`config.mk`:
```
export PLATFORM = sky130hd
export DESIGN_NAME = bresenham_line_rasterizer
export DESIGN_NICKNAME = d
export VERILOG_FILES = /design/src/sv/bre_pkg.sv /design/src/sv/bre_front.sv /design/src/sv/bre_queue.sv /design/src/sv/bre_back.sv /design/src/sv/bresenham_line_rasterizer.sv
export SDC_FILE = /design/constraint.sdc
export NUM_CORES = 1
export LEC_CHECK = 0
export ABC_AREA = 1
export BUFFER_PORTS_ARGS = -buffer_cell sky130_fd_sc_hd__clkbuf_2
export CAP_MARGIN = 40
export CORE_AREA = 3 3 288 290
export DETAILED_ROUTE_END_ITERATION = 12
export DIE_AREA = 0 0 291 293
export REMOVE_ABC_BUFFERS = 1
export SYNTH_ARGS = -nofsm -noshare
export SYNTH_HDL_FRONTEND = slang
export SYNTH_HIERARCHICAL = 1
export SYNTH_SLANG_ARGS = --single-unit
```
`constraint.sdc`:
```
create_clock -name clk -period 7 [get_ports clk]
set_input_delay 1.4 -clock clk [delete_from_list [all_inputs] [get_ports clk]]
set_output_delay 1.4 -clock clk [all_outputs]
set_load 0.1 [all_outputs]
```
`src/sv/bre_pkg.sv`:
```
// Shared types, widths and helpers for the Bresenham line rasterizer.
// Used by every module of the block; depends on nothing else.
`default_nettype none

package bre_pkg;

  // Field widths fixed by the interface.
  localparam int COORD_W = 10;
  localparam int COLOR_W = 32;
  localparam int WIDTH_W = 11;
  localparam int ADDR_W  = 20;
  localparam int ERR_W   = 12;

  // Largest drawable dimension; coordinates at or above it saturate.
  localparam int MAX_DIM = 1024;

  // Row stride after reset.
  localparam logic [WIDTH_W-1:0] WIDTH_RESET = WIDTH_W'(1024);

  // Command queue between front and back; depth is a power of two.
  localparam int QDEPTH = 4;
  localparam int QPTR_W = $clog2(QDEPTH);

  // Input action codes.
  typedef enum logic {
    ACT_LOAD = 1'b0,
    ACT_STEP = 1'b1
  } action_t;

  // One classified command as it travels through the queue.
  typedef struct packed {
    logic               is_load;
    logic               steep;
    logic [COORD_W-1:0] major_start;
    logic [COORD_W-1:0] minor_start;
    logic [COORD_W-1:0] major_end;
    logic [COORD_W-1:0] major_delta;
    logic [COORD_W-1:0] minor_delta;
    logic               step_down;
    logic [COLOR_W-1:0] color;
  } cmd_t;

  // Saturate a coordinate to the drawable range.
  function automatic logic [COORD_W-1:0] clamp_coord(input logic [COORD_W-1:0] v);
    logic [COORD_W-1:0] c;
    c = v;
    if (int'(c) >= MAX_DIM) begin
      c = COORD_W'(MAX_DIM - 1);
    end
    return c;
  endfunction

  // Absolute difference of two coordinates.
  function automatic logic [COORD_W-1:0] abs_diff(input logic [COORD_W-1:0] a,
                                                  input logic [COORD_W-1:0] b);
    return (a > b) ? (a - b) : (b - a);
  endfunction

endpackage

`default_nettype wire

```
`src/sv/bre_front.sv`:
```
// Front end: takes input beats, classifies them and prepares line setup.
// Depends on bre_pkg; feeds bre_queue.
`default_nettype none

module bre_front import bre_pkg::*; (
  input  logic               in_valid,
  output logic               in_ready,
  input  logic               in_action,
  input  logic [COORD_W-1:0] in_start_x,
  input  logic [COORD_W-1:0] in_start_y,
  input  logic [COORD_W-1:0] in_end_x,
  input  logic [COORD_W-1:0] in_end_y,
  input  logic [COLOR_W-1:0] in_line_color,
  input  logic               q_full,
  output logic               q_push,
  output cmd_t               q_cmd
);

  // A beat is taken whenever the queue has room.
  assign in_ready = !q_full;
  assign q_push   = in_valid && !q_full;

  // Line setup: saturate, pick the major axis, order by major coordinate.
  always_comb begin
    logic [COORD_W-1:0] sx, sy, ex, ey;
    logic [COORD_W-1:0] a0, b0, a1, b1;
    logic               steep;
    sx    = clamp_coord(in_start_x);
    sy    = clamp_coord(in_start_y);
    ex    = clamp_coord(in_end_x);
    ey    = clamp_coord(in_end_y);
    steep = abs_diff(ey, sy) > abs_diff(ex, sx);
    if (steep) begin
      a0 = sy; b0 = sx; a1 = ey; b1 = ex;
    end else begin
      a0 = sx; b0 = sy; a1 = ex; b1 = ey;
    end
    if (a0 > a1) begin
      q_cmd.major_start = a1;
      q_cmd.minor_start = b1;
      q_cmd.major_end   = a0;
      q_cmd.major_delta = a0 - a1;
      q_cmd.minor_delta = abs_diff(b1, b0);
      q_cmd.step_down   = b1 > b0;
    end else begin
      q_cmd.major_start = a0;
      q_cmd.minor_start = b0;
      q_cmd.major_end   = a1;
      q_cmd.major_delta = a1 - a0;
      q_cmd.minor_delta = abs_diff(b0, b1);
      q_cmd.step_down   = b0 > b1;
    end
    q_cmd.is_load = (action_t'(in_action) == ACT_LOAD);
    q_cmd.steep   = steep;
    q_cmd.color   = in_line_color;
  end

endmodule

`default_nettype wire

```
`src/sv/bre_queue.sv`:
```
// Short command queue that decouples the front end from the stepper.
// Depends on bre_pkg for the command type and depth.
`default_nettype none

module bre_queue import bre_pkg::*; (
  input  logic clk,
  input  logic rst_n,
  input  logic push,
  input  cmd_t wr_cmd,
  input  logic pop,
  output cmd_t rd_cmd,
  output logic rd_valid,
  output logic full
);

  cmd_t              entry_r [QDEPTH];
  logic [QPTR_W-1:0] wr_ptr_r, wr_ptr_nxt;
  logic [QPTR_W-1:0] rd_ptr_r, rd_ptr_nxt;
  logic [QPTR_W:0]   count_r, count_nxt;

  assign rd_cmd   = entry_r[rd_ptr_r];
  assign rd_valid = (count_r != '0);
  assign full     = (count_r == (QPTR_W+1)'(QDEPTH));

  // Pointers wrap naturally because the depth is a power of two.
  always_comb begin
    wr_ptr_nxt = push ? wr_ptr_r + 1'b1 : wr_ptr_r;
    rd_ptr_nxt = pop  ? rd_ptr_r + 1'b1 : rd_ptr_r;
    count_nxt  = count_r;
    if (push && !pop) begin
      count_nxt = count_r + 1'b1;
    end else if (pop && !push) begin
      count_nxt = count_r - 1'b1;
    end
  end

  always_ff @(posedge clk) begin
    if (!rst_n) begin
      wr_ptr_r <= '0;
      rd_ptr_r <= '0;
      count_r  <= '0;
    end else begin
      wr_ptr_r <= wr_ptr_nxt;
      rd_ptr_r <= rd_ptr_nxt;
      count_r  <= count_nxt;
    end
  end

  // Storage needs no reset; only counted entries are ever read.
  always_ff @(posedge clk) begin
    if (push) begin
      entry_r[wr_ptr_r] <= wr_cmd;
    end
  end

endmodule

`default_nettype wire

```
`src/sv/bre_back.sv`:
```
// Back end: holds the active line, steps it one pixel per step command and forms
// the linear address in an output stage. Depends on bre_pkg.
`default_nettype none

module bre_back import bre_pkg::*; (
  input  logic               clk,
  input  logic               rst_n,
  input  logic               cmd_valid,
  input  cmd_t               cmd,
  output logic               cmd_pop,
  input  logic [WIDTH_W-1:0] image_width,
  output logic               out_valid,
  input  logic               out_ready,
  output logic [COORD_W-1:0] out_pixel_x,
  output logic [COORD_W-1:0] out_pixel_y,
  output logic [ADDR_W-1:0]  out_pixel_address,
  output logic [COLOR_W-1:0] out_pixel_color,
  output logic               out_last_pixel
);

  // Line state.
  logic                    active_r, active_nxt;
  logic                    steep_r, steep_nxt;
  logic [COORD_W-1:0]      major_pos_r, major_pos_nxt;
  logic [COORD_W-1:0]      minor_pos_r, minor_pos_nxt;
  logic [COORD_W-1:0]      major_end_r, major_end_nxt;
  logic [COORD_W-1:0]      major_delta_r, major_delta_nxt;
  logic [COORD_W-1:0]      minor_delta_r, minor_delta_nxt;
  logic signed [ERR_W-1:0] err_r, err_nxt;
  logic                    down_r, down_nxt;
  logic [COLOR_W-1:0]      color_r, color_nxt;

  // Pixel stage and output stage.
  logic                    p1_valid_r, p1_valid_nxt;
  logic [COORD_W-1:0]      p1_x_r, p1_x_nxt;
  logic [COORD_W-1:0]      p1_y_r, p1_y_nxt;
  logic [COLOR_W-1:0]      p1_color_r, p1_color_nxt;
  logic                    p1_last_r, p1_last_nxt;
  logic                    out_valid_r, out_valid_nxt;
  logic [COORD_W-1:0]      out_x_r, out_x_nxt;
  logic [COORD_W-1:0]      out_y_r, out_y_nxt;
  logic [ADDR_W-1:0]       out_addr_r, out_addr_nxt;
  logic [COLOR_W-1:0]      out_color_r, out_color_nxt;
  logic                    out_last_r, out_last_nxt;

  logic                    p1_adv, p1_load, exec_step, last;
  logic signed [ERR_W-1:0] err_sub;
  logic [COORD_W+WIDTH_W-1:0] row_base, addr_full;

  // Stage advance: the output moves when free or taken, the pixel stage
  // loads when it is empty or moving on.
  assign p1_adv    = !out_valid_r || out_ready;
  assign p1_load   = !p1_valid_r || p1_adv;
  assign cmd_pop   = cmd_valid && p1_load;
  assign exec_step = cmd_pop && !cmd.is_load && active_r;
  assign last      = major_pos_r >= major_end_r;

  // One error update per step: subtract the minor delta, fold back on underflow.
  assign err_sub = err_r - $signed({{(ERR_W-COORD_W){1'b0}}, minor_delta_r});

  // Stepper next state.
  always_comb begin
    active_nxt      = active_r;
    steep_nxt       = steep_r;
    major_pos_nxt   = major_pos_r;
    minor_pos_nxt   = minor_pos_r;
    major_end_nxt   = major_end_r;
    major_delta_nxt = major_delta_r;
    minor_delta_nxt = minor_delta_r;
    err_nxt         = err_r;
    down_nxt        = down_r;
    color_nxt       = color_r;
    if (cmd_pop && cmd.is_load) begin
      active_nxt      = 1'b1;
      steep_nxt       = cmd.steep;
      major_pos_nxt   = cmd.major_start;
      minor_pos_nxt   = cmd.minor_start;
      major_end_nxt   = cmd.major_end;
      major_delta_nxt = cmd.major_delta;
      minor_delta_nxt = cmd.minor_delta;
      err_nxt         = $signed(ERR_W'(cmd.major_delta >> 1));
      down_nxt        = cmd.step_down;
      color_nxt       = cmd.color;
    end else if (exec_step) begin
      err_nxt = err_sub;
      if (err_sub < 0) begin
        minor_pos_nxt = down_r ? minor_pos_r - 1'b1 : minor_pos_r + 1'b1;
        err_nxt       = err_sub + $signed({{(ERR_W-COORD_W){1'b0}}, major_delta_r});
      end
      if (last) begin
        active_nxt = 1'b0;
      end else begin
        major_pos_nxt = major_pos_r + 1'b1;
      end
    end
  end

  // Pixel stage: coordinates back in x/y order.
  always_comb begin
    p1_valid_nxt = p1_valid_r;
    p1_x_nxt     = p1_x_r;
    p1_y_nxt     = p1_y_r;
    p1_color_nxt = p1_color_r;
    p1_last_nxt  = p1_last_r;
    if (p1_load) begin
      p1_valid_nxt = exec_step;
      p1_x_nxt     = steep_r ? minor_pos_r : major_pos_r;
      p1_y_nxt     = steep_r ? major_pos_r : minor_pos_r;
      p1_color_nxt = color_r;
      p1_last_nxt  = last;
    end
  end

  // Output stage: linear address is row times stride plus column, modulo 2^20.
  assign row_base  = {{WIDTH_W{1'b0}}, p1_y_r} * {{COORD_W{1'b0}}, image_width};
  assign addr_full = row_base + (COORD_W+WIDTH_W)'(p1_x_r);

  always_comb begin
    out_valid_nxt = out_valid_r;
    out_x_nxt     = out_x_r;
    out_y_nxt     = out_y_r;
    out_addr_nxt  = out_addr_r;
    out_color_nxt = out_color_r;
    out_last_nxt  = out_last_r;
    if (p1_adv) begin
      out_valid_nxt = p1_valid_r;
      out_x_nxt     = p1_x_r;
      out_y_nxt     = p1_y_r;
      out_addr_nxt  = addr_full[ADDR_W-1:0];
      out_color_nxt = p1_color_r;
      out_last_nxt  = p1_last_r;
    end
  end

  // Control registers.
  always_ff @(posedge clk) begin
    if (!rst_n) begin
      active_r    <= 1'b0;
      p1_valid_r  <= 1'b0;
      out_valid_r <= 1'b0;
    end else begin
      active_r    <= active_nxt;
      p1_valid_r  <= p1_valid_nxt;
      out_valid_r <= out_valid_nxt;
    end
  end

  // Payload registers.
  always_ff @(posedge clk) begin
    steep_r       <= steep_nxt;
    major_pos_r   <= major_pos_nxt;
    minor_pos_r   <= minor_pos_nxt;
    major_end_r   <= major_end_nxt;
    major_delta_r <= major_delta_nxt;
    minor_delta_r <= minor_delta_nxt;
    err_r         <= err_nxt;
    down_r        <= down_nxt;
    color_r       <= color_nxt;
    p1_x_r        <= p1_x_nxt;
    p1_y_r        <= p1_y_nxt;
    p1_color_r    <= p1_color_nxt;
    p1_last_r     <= p1_last_nxt;
    out_x_r       <= out_x_nxt;
    out_y_r       <= out_y_nxt;
    out_addr_r    <= out_addr_nxt;
    out_color_r   <= out_color_nxt;
    out_last_r    <= out_last_nxt;
  end

  assign out_valid         = out_valid_r;
  assign out_pixel_x       = out_x_r;
  assign out_pixel_y       = out_y_r;
  assign out_pixel_address = out_addr_r;
  assign out_pixel_color   = out_color_r;
  assign out_last_pixel    = out_last_r;

endmodule

`default_nettype wire

```
`src/sv/bresenham_line_rasterizer.sv`:
```
// Bresenham line rasterizer, top level.
// A taken step beat is registered in the queue, the pixel stage and then the
// output stage; loads produce no output beat. Throughput: one beat per cycle
// while the output is not stalled, set by the stepper's single add-compare error
// update per pixel. Reset is synchronous and active low: it empties the queue,
// drops the active line and output valid, and sets the stride to 1024.
`default_nettype none

module bresenham_line_rasterizer import bre_pkg::*; (
  input  logic               clk,
  input  logic               rst_n,
  input  logic               cfg_wr_en,
  input  logic [WIDTH_W-1:0] cfg_wr_data,
  input  logic               in_valid,
  output logic               in_ready,
  input  logic               in_action,
  input  logic [COORD_W-1:0] in_start_x,
  input  logic [COORD_W-1:0] in_start_y,
  input  logic [COORD_W-1:0] in_end_x,
  input  logic [COORD_W-1:0] in_end_y,
  input  logic [COLOR_W-1:0] in_line_color,
  output logic               out_valid,
  input  logic               out_ready,
  output logic [COORD_W-1:0] out_pixel_x,
  output logic [COORD_W-1:0] out_pixel_y,
  output logic [ADDR_W-1:0]  out_pixel_address,
  output logic [COLOR_W-1:0] out_pixel_color,
  output logic               out_last_pixel
);

  logic [WIDTH_W-1:0] image_width_r;
  logic               q_push, q_pop, q_valid, q_full;
  cmd_t               q_wr_cmd, q_rd_cmd;

  // Row stride register.
  always_ff @(posedge clk) begin
    if (!rst_n) begin
      image_width_r <= WIDTH_RESET;
    end else if (cfg_wr_en) begin
      image_width_r <= cfg_wr_data;
    end
  end

  // Front end: intake and line setup.
  bre_front u_front (
    .in_valid      (in_valid),
    .in_ready      (in_ready),
    .in_action     (in_action),
    .in_start_x    (in_start_x),
    .in_start_y    (in_start_y),
    .in_end_x      (in_end_x),
    .in_end_y      (in_end_y),
    .in_line_color (in_line_color),
    .q_full        (q_full),
    .q_push        (q_push),
    .q_cmd         (q_wr_cmd)
  );

  // Command queue.
  bre_queue u_queue (
    .clk      (clk),
    .rst_n    (rst_n),
    .push     (q_push),
    .wr_cmd   (q_wr_cmd),
    .pop      (q_pop),
    .rd_cmd   (q_rd_cmd),
    .rd_valid (q_valid),
    .full     (q_full)
  );

  // Back end: stepper and address stage.
  bre_back u_back (
    .clk               (clk),
    .rst_n             (rst_n),
    .cmd_valid         (q_valid),
    .cmd               (q_rd_cmd),
    .cmd_pop           (q_pop),
    .image_width       (image_width_r),
    .out_valid         (out_valid),
    .out_ready         (out_ready),
    .out_pixel_x       (out_pixel_x),
    .out_pixel_y       (out_pixel_y),
    .out_pixel_address (out_pixel_address),
    .out_pixel_color   (out_pixel_color),
    .out_last_pixel    (out_last_pixel)
  );

  // A taken beat is waiting in the queue on the next cycle.
  a_push_lands: assert property (@(posedge clk) disable iff (!rst_n)
    rst_n && in_valid && in_ready |=> q_valid)
    else $error("accepted beat missing from command queue");

  // The stepper only pulls commands that are present.
  a_pop_valid: assert property (@(posedge clk) disable iff (!rst_n)
    q_pop |-> q_valid)
    else $error("command popped from empty queue");

  // Reset leaves the block empty and ready.
  a_reset_idle: assert property (@(posedge clk)
    !rst_n |=> !out_valid && in_ready)
    else $error("block not idle after reset");

endmodule

`default_nettype wire

```
==> results of run 1 <==
[Yosys cell counts (all sizes together) (7+ instances only)]
master  instances  area share [%]
nand2         657             7.9
a21o            7            0.16
xnor2          22            0.60
inv           437             5.1
o21ai         313             4.9
fa             88             5.5
nor3           12            0.22
nand3         126             2.1
o21bai          7            0.17
nor2          285             3.4
buf            77             1.9
dfxtp          26             1.6
a21oi         102             1.6
o22ai          85             1.7
xor2           55             1.5
mux2i           7            0.22
ha            181             7.0
nand4          16            0.38
edfxtp        559              52
clkbuf         73            0.85
[area by class of cell]
type	count	area, um2	area share (%)
sequential	585	17310	47.74
clock buffer	63	1491	4.113
timing repair buffer	237	1526	4.210
multi-input combinational	2002	12390	34.18
tap	1060	1326	3.658
inverter	439	1660	4.579
clock inverter	47	550.5	1.518
[flip-flops by register name (all words and copies together), names as in the netlist, 3 cells and up, named ones only]
| signal | cells |
|---|---|
| u_queue/entry_r | 340 |
| u_back/color_r | 32 |
| u_back/out_pixel_color | 32 |
| u_back/p1_color_r | 32 |
| u_back/out_pixel_address | 20 |
| u_back/err_r | 12 |
| image_width_r | 11 |
| u_back/major_delta_r | 10 |
| u_back/major_end_r | 10 |
| u_back/major_pos_r | 10 |
| u_back/minor_delta_r | 10 |
| u_back/minor_pos_r | 10 |
| u_back/out_pixel_x | 10 |
| u_back/out_pixel_y | 10 |
| u_back/p1_x_r | 10 |
| u_back/p1_y_r | 10 |
| u_queue/count_r | 3 |
[worst max path at each step]
| stage | start | end | slack (ps) | depth (start not counted) |
|---|---|---|---|---|
| floorplan | flip-flop | u_back/major_pos_r[0]$_DFFE_PP_ | -3490 | 6 |
| global placement | in_end_x[0] | u_queue/entry_r[3][66]$_DFFE_PP_ | -7 | 32 |
| detailed placement | in_end_x[0] | u_queue/entry_r[1][71]$_DFFE_PP_ | -100 | 33 |
| CTS | in_end_x[0] | u_queue/entry_r[2][66]$_DFFE_PP_ | 550 | 34 |
| global route | in_end_x[0] | u_queue/entry_r[1][51]$_DFFE_PP_ | 30 | 38 |
| finish | in_end_x[0] | u_queue/entry_r[1][60]$_DFFE_PP_ | 440 | 34 |
[routing by layer]
layer / GRT usage, % / share of wire [%] / vias to the layer above
met4: 5.174 / 2.6 / 4
li1: - / - / 10910
met5: 0 / 0.032 / -
met1: 22.91 / 44 / 10450
met3: 2.577 / 5.2 / 132
met2: 29.73 / 48 / 551
[metrics by stage]
step | setup TNS, ps | util (%)
finish | 0 | 45.02
global route | 0 | 45.02
CTS | 0 | 45.02
detailed placement | -2982 | 42.48
global placement | -67.13 | 42.28
floorplan | -214380 | -
[logic make-up after synthesis]
| logic type | Yosys count | synth area share, % |
|---|---|---|
| mux | 11 | 0.3573 |
| simple gates | 1108 | 14.34 |
| flops | 585 | 53.72 |
| buf+inv | 589 | 7.896 |
| xor+xnor | 77 | 2.093 |
| fa+ha+maj | 269 | 12.50 |
| compound gates | 537 | 9.092 |
[layout by cell type, fill, tap and decap left out, drive strengths merged]
| master | n |
|---|---|
| clkinv | 35 |
| o21a | 2 |
| nand2 | 657 |
| dfxtp | 26 |
| nor4 | 4 |
| a31oi | 3 |
| bufinv | 11 |
| a21o | 7 |
| or2 | 4 |
| a221o | 4 |
| mux2 | 4 |
| o311ai | 1 |
| o31ai | 2 |
| a21oi | 102 |
| o211ai | 2 |
| a21boi | 1 |
| nand3b | 4 |
| nand3 | 126 |
| xnor2 | 22 |
| xor2 | 55 |
| inv | 440 |
| o22ai | 85 |
| o21bai | 7 |
| buf | 74 |
| a211oi | 4 |
| nor2 | 285 |
| o21ai | 313 |
| edfxtp | 559 |
| a221oi | 4 |
| mux2i | 7 |
| fa | 88 |
| clkbuf | 226 |
| nor3 | 12 |
| ha | 181 |
| nand4 | 16 |
[worst max-delay path, delay by kind of cell]
| family | cells | cell delay (ps) |
|---|---|---|
| xor gates and xnor gates | 1 | 100 |
| muxes | 1 | 220 |
| AOI/OAI and AO/OA | 4 | 1380 |
| adders and majority gates | 4 | 1260 |
| and+or+nand+nor | 16 | 1570 |
| buffers and inverters | 8 | 970 |
==> results.tsv, run 1 <==
stage	metric	value	unit
clock_network	post_cts_buffers	0	
route	total_iterations_of_the_first_detailed_routing_run	5	
setup_path	r2r.worst_path.cells	19	
setup_path	start_kind	primary input	
clock_network	clock_sink_count	585	
yosys	yosys_warnings	6	
setup_path	worst_path_largest_cell_delay	510	ps
final_layout	finish.net_count	3682	
setup_path	r2r_start	u_back/p1_y_r[6]$_DFFE_PN_	
yosys	post_synth_num_cell_types	55	
yosys	synth-seq-area-share	53.72	%
grt	largest_net_degree_at_the_start_of_global_routing	82	
route	totalWireLength	74.63	mm
floorplanning	die_area	85260	um2
clock_network	cts_tree	yes	
yosys	async_flop_share	0	%
sta	final.setup_skew	45.50	ps
route	detail_route.wl_per_cell	16.83	um
floorplanning	die_x	291	um
clock_network	postCtsResizedCells	0	
final_layout	design_area	36260	um2
yosys	synthFlopType	edfxtp_1	
sta	rsz0062_at_grt	no	
sta	timing.final.hold_violations	0	
setup_path	worst_ep_arrival_time	6910	ps
final_layout	insertedDiodeCount	0	
setup_path	critical-path-top-cell-by-count	inv_1	
floorplanning	fp.coreArea	80550	um2
clock_network	h-tree-depth	2	
grt	gr-usage-all-layers	17.35	%
sta	fin_crit	6559	ps
placed_design	dp_cells	4323	
route	final_antenna_net_count	0	
sta	finalCritPeriodShare	93.70	%
setup_path	setup_slack_of_the_most_critical_reg_to_reg_path	1740	ps
grt	remaining_global_route_overflow	0	
yosys	ys_seq_elements	585	
floorplanning	placement_rows	104	
setup_path	timing.critical_path.slowest_stage_cell	o21ai_0	
setup_path	worstReg2RegEnd	u_back/out_pixel_address[19]$_DFFE_PP_	
yosys	post_synth_instance_area	32210	um2
setup_path	endpoint_kind	flip-flop	
placed_design	placed_cell_area	34220	um2
worst_hold_path	hold_path.startpoint	u_back/color_r[31]$_DFFE_PP_	
job	timing.max_cap.violations	0	
final_layout	area.growth.synth_to_final	12.55	%
status	status	complete, no violations	
placed_design	place_worst_setup_slack	-103.4	ps
final_layout	post_layout_nonfiller_instances	4433	
floorplanning	dieHeight	293	um
setup_path	worst-path-max-fanout	33	
route	via_count	22040	
placed_design	detailed_placer_s_ending_hpwl	53.08	mm
grt	first_global_vias	21680	
clock_network	number_of_buffers_inserted_during_clock_tree_synthesis	59	
floorplanning	pin_count	164	
clock_network	cts.hold.buffers_added	0	
route	drt-initial-drc-count	1520	
clock_network	clk_root_buffer_cell	clkbuf_16	
yosys	synth.avg_cell_area	10.14	um2
worst_hold_path	hold_depth	0	
setup_path	crit_required	7350	ps
route	route.detailed.vias_per_inst	4.972	
setup_path	timing.setup.critical_path_class	in2reg	
sta	finalHoldWorstSlack	413.2	ps
placed_design	buffer_ports.inserted	163	
yosys	netlist_instances	3176	
final_layout	drive_above_1_share	11.95	%
route	post-route-drc-count	0	
sta	highest_clock_rate	0.1525	GHz
worst_hold_path	timing.hold.worst.class	reg2reg	
yosys	synth-edff-count	559	
final_layout	filler_cell_count	7514	
sta	setup_violation_total_in_the_final_timing_report	0	
grt	wire_length_of_the_first_global_routing_pass	118.3	mm
clock_network	clock_path_buffers	3	
clock_network	clk_pin_slew_worst_paths	60	ps
sta	slew-limit-headroom	43.78	%
sta	report.final.slew_viol_count	0	
worst_hold_path	min_to	u_back/p1_color_r[31]$_DFFE_PN_	
placed_design	gp_congestion	0.9356	
clock_network	clock_insertion_delay_worst_skew	640	ps
floorplanning	initial_utilization	39.99	%
grt	number_of_antenna_violations_at_the_first_check_in_global_routing	2	
sta	finalWorstSetupSlack	441.2	ps
sta	tightestPinTransition	843.3	ps
Power of run 1 is left out: the tool's default activity adds up to more than one toggle a clock period on the data nets, which glitch-free logic cannot reach.
==> run 2, diff against run 1 <==
--- a/config.mk
+++ b/config.mk
@@ -6,11 +6,11 @@
 export NUM_CORES = 1
 export LEC_CHECK = 0
 export ABC_AREA = 1
-export BUFFER_PORTS_ARGS = -buffer_cell sky130_fd_sc_hd__clkbuf_2
 export CAP_MARGIN = 40
 export CORE_AREA = 3 3 288 290
 export DETAILED_ROUTE_END_ITERATION = 12
 export DIE_AREA = 0 0 291 293
+export DONT_BUFFER_PORTS = 1
 export REMOVE_ABC_BUFFERS = 1
 export SYNTH_ARGS = -nofsm -noshare
 export SYNTH_HDL_FRONTEND = slang
==> constraint.sdc (replaced) <==
create_clock -name clk -period 8.1 [get_ports clk]
set_input_delay 1.62 -clock clk [delete_from_list [all_inputs] [get_ports clk]]
set_output_delay 1.62 -clock clk [all_outputs]
set_load 0.1 [all_outputs]
==> results.tsv, run 2 (synthesis results as in run 1) <==
stage	metric	value	unit
setup_path	r2r_start	u_back/p1_y_r[2]$_DFFE_PN_	
setup_path	endpoint_kind	flip-flop	
sta	final.setup_skew	37.06	ps
final_layout	post_layout_nonfiller_instances	4272	
placed_design	place_worst_setup_slack	285.9	ps
route	drt-initial-drc-count	1431	
clock_network	clk_pin_slew_worst_paths	60	ps
sta	fin_crit	7342	ps
setup_path	worst_ep_arrival_time	7670	ps
job	timing.max_cap.violations	0	
route	totalWireLength	74.12	mm
setup_path	startpoint	in_end_x[0]	
route	via_count	21510	
route	detail_route.wl_per_cell	17.35	um
clock_network	clock_path_buffers	3	
clock_network	number_of_buffers_inserted_during_clock_tree_synthesis	58	
clock_network	h-tree-depth	2	
floorplanning	die_x	291	um
clock_network	postCtsResizedCells	0	
route	total_iterations_of_the_first_detailed_routing_run	5	
grt	gr-usage-all-layers	17.33	%
final_layout	final_common_cell	nand2_1	
route	final_antenna_net_count	0	
placed_design	placed_cell_area	33990	um2
grt	number_of_antenna_violations_at_the_first_check_in_global_routing	2	
setup_path	crit_required	8430	ps
final_layout	area.growth.synth_to_final	11.99	%
grt	largest_net_degree_at_the_start_of_global_routing	82	
sta	timing.final.hold_violations	0	
floorplanning	dieHeight	293	um
clock_network	clock_insertion_delay_worst_skew	630	ps
final_layout	finish.net_count	3523	
floorplanning	die_area	85260	um2
setup_path	start_kind	primary input	
placed_design	gp_congestion	0.9226	
setup_path	timing.setup.critical_path_class	in2reg	
setup_path	timing.critical_path.slowest_stage_cell	o21ai_0	
final_layout	most-common-layout-cells	nand2_1 (633), edfxtp_1 (559), inv_1 (429), o21ai_0 (278), nor2_1 (276)	
worst_hold_path	hold_path.startpoint	u_back/color_r[10]$_DFFE_PP_	
placed_design	dp_cells	4162	
sta	tightestPinTransition	897.0	ps
floorplanning	initial_utilization	39.99	%
sta	finalWorstSetupSlack	757.9	ps
clock_network	clock_sink_count	585	
sta	rsz0062_at_grt	no	
clock_network	cts_tree	yes	
sta	report.final.slew_viol_count	0	
worst_hold_path	timing.hold.worst.class	reg2reg	
final_layout	largest_register_ff_count	340	
clock_network	cts.hold.buffers_added	0	
floorplanning	pin_count	164	
setup_path	worst_path_largest_cell_delay	630	ps
floorplanning	fp.coreArea	80550	um2
floorplanning	placement_rows	104	
placed_design	buffer_ports.inserted	0	
clock_network	clk_root_buffer_cell	clkbuf_16	
grt	wire_length_of_the_first_global_routing_pass	118.0	mm
grt	remaining_global_route_overflow	0	
sta	setup_violation_total_in_the_final_timing_report	0	
setup_path	worst-path-max-fanout	49	
sta	slew-limit-headroom	40.32	%
route	post-route-drc-count	0	
final_layout	design_area	36080	um2
grt	first_global_vias	21370	
sta	finalCritPeriodShare	90.64	%
final_layout	registers.top_by_ff_count	u_queue/entry_r	
status	status	complete, no violations	
sta	highest_clock_rate	0.1362	GHz
placed_design	detailed_placer_s_ending_hpwl	52.39	mm
route	route.detailed.vias_per_inst	5.036	
final_layout	drive_above_1_share	7.537	%
clock_network	post_cts_buffers	0	
==> run 2: changes by cell type in the layout (fill, tap and decap cells not counted), moves of 3 or more <==
cell	change
buf_8	+6
buf_4	-30
clkinv_2	-10
clkinv_1	-3
clkinvlp_4	+12
buf_12	-4
clkbuf_2	-163
buf_16	+30
==> run 2: stage by stage <==
stage	utilization (%)	TNS, ps	hold WS, ps
floorplan	-	-80050	400.3
global placement	40.94	0	401.0
detailed placement	42.20	0	404.5
CTS	44.69	0	419.3
global route	44.79	0	423.0
finish	44.79	0	417.6
==> run 2: layout make-up <==
| class | instances | area, um2 |
|---|---|---|
| diodes | 1 | 2.502 |
| clock buffers | 65 | 1499 |
| clock inverters | 41 | 510.5 |
| fillers | 7435 | 44470 |
| inverters | 439 | 1660 |
| multi-input cells | 2002 | 12390 |
| flip-flops and latches | 585 | 17310 |
| well taps | 1060 | 1326 |
| repair buffers | 79 | 1376 |
==> run 2: routing by layer <==
| layer | part of all wire (%) | global-route usage [%] | vias up |
|---|---|---|---|
| li1 | - | - | 10590 |
| met1 | 44 | 22.55 | 10310 |
| met2 | 49 | 29.90 | 512 |
| met3 | 5.6 | 3.220 | 106 |
| met4 | 2.2 | 4.465 | 2 |
| met5 | 0.018 | 0 | - |
==> run 2: critical path, delay by kind of cell <==
kind	cells	cell delay, ps
and+or+nand+nor	16	2420
buffers and inverters	4	330
xor gates and xnor gates	1	170
AOI/OAI and AO/OA	5	1720
adders and majority gates	4	1360
==> run 2: final timing paths <==
path | end | slack [ps] | cells past startpoint
setup / recovery | u_queue/entry_r[3][61]$_DFFE_PP_ | 760 | 30
hold / removal | u_back/p1_color_r[10]$_DFFE_PN_ | 420 | 0
setup reg to reg | u_back/out_pixel_address[19]$_DFFE_PP_ | 2840 | 19
hold reg to reg | u_back/p1_color_r[10]$_DFFE_PN_ | 420 | 0
Power of run 2 is left out for the same reason.
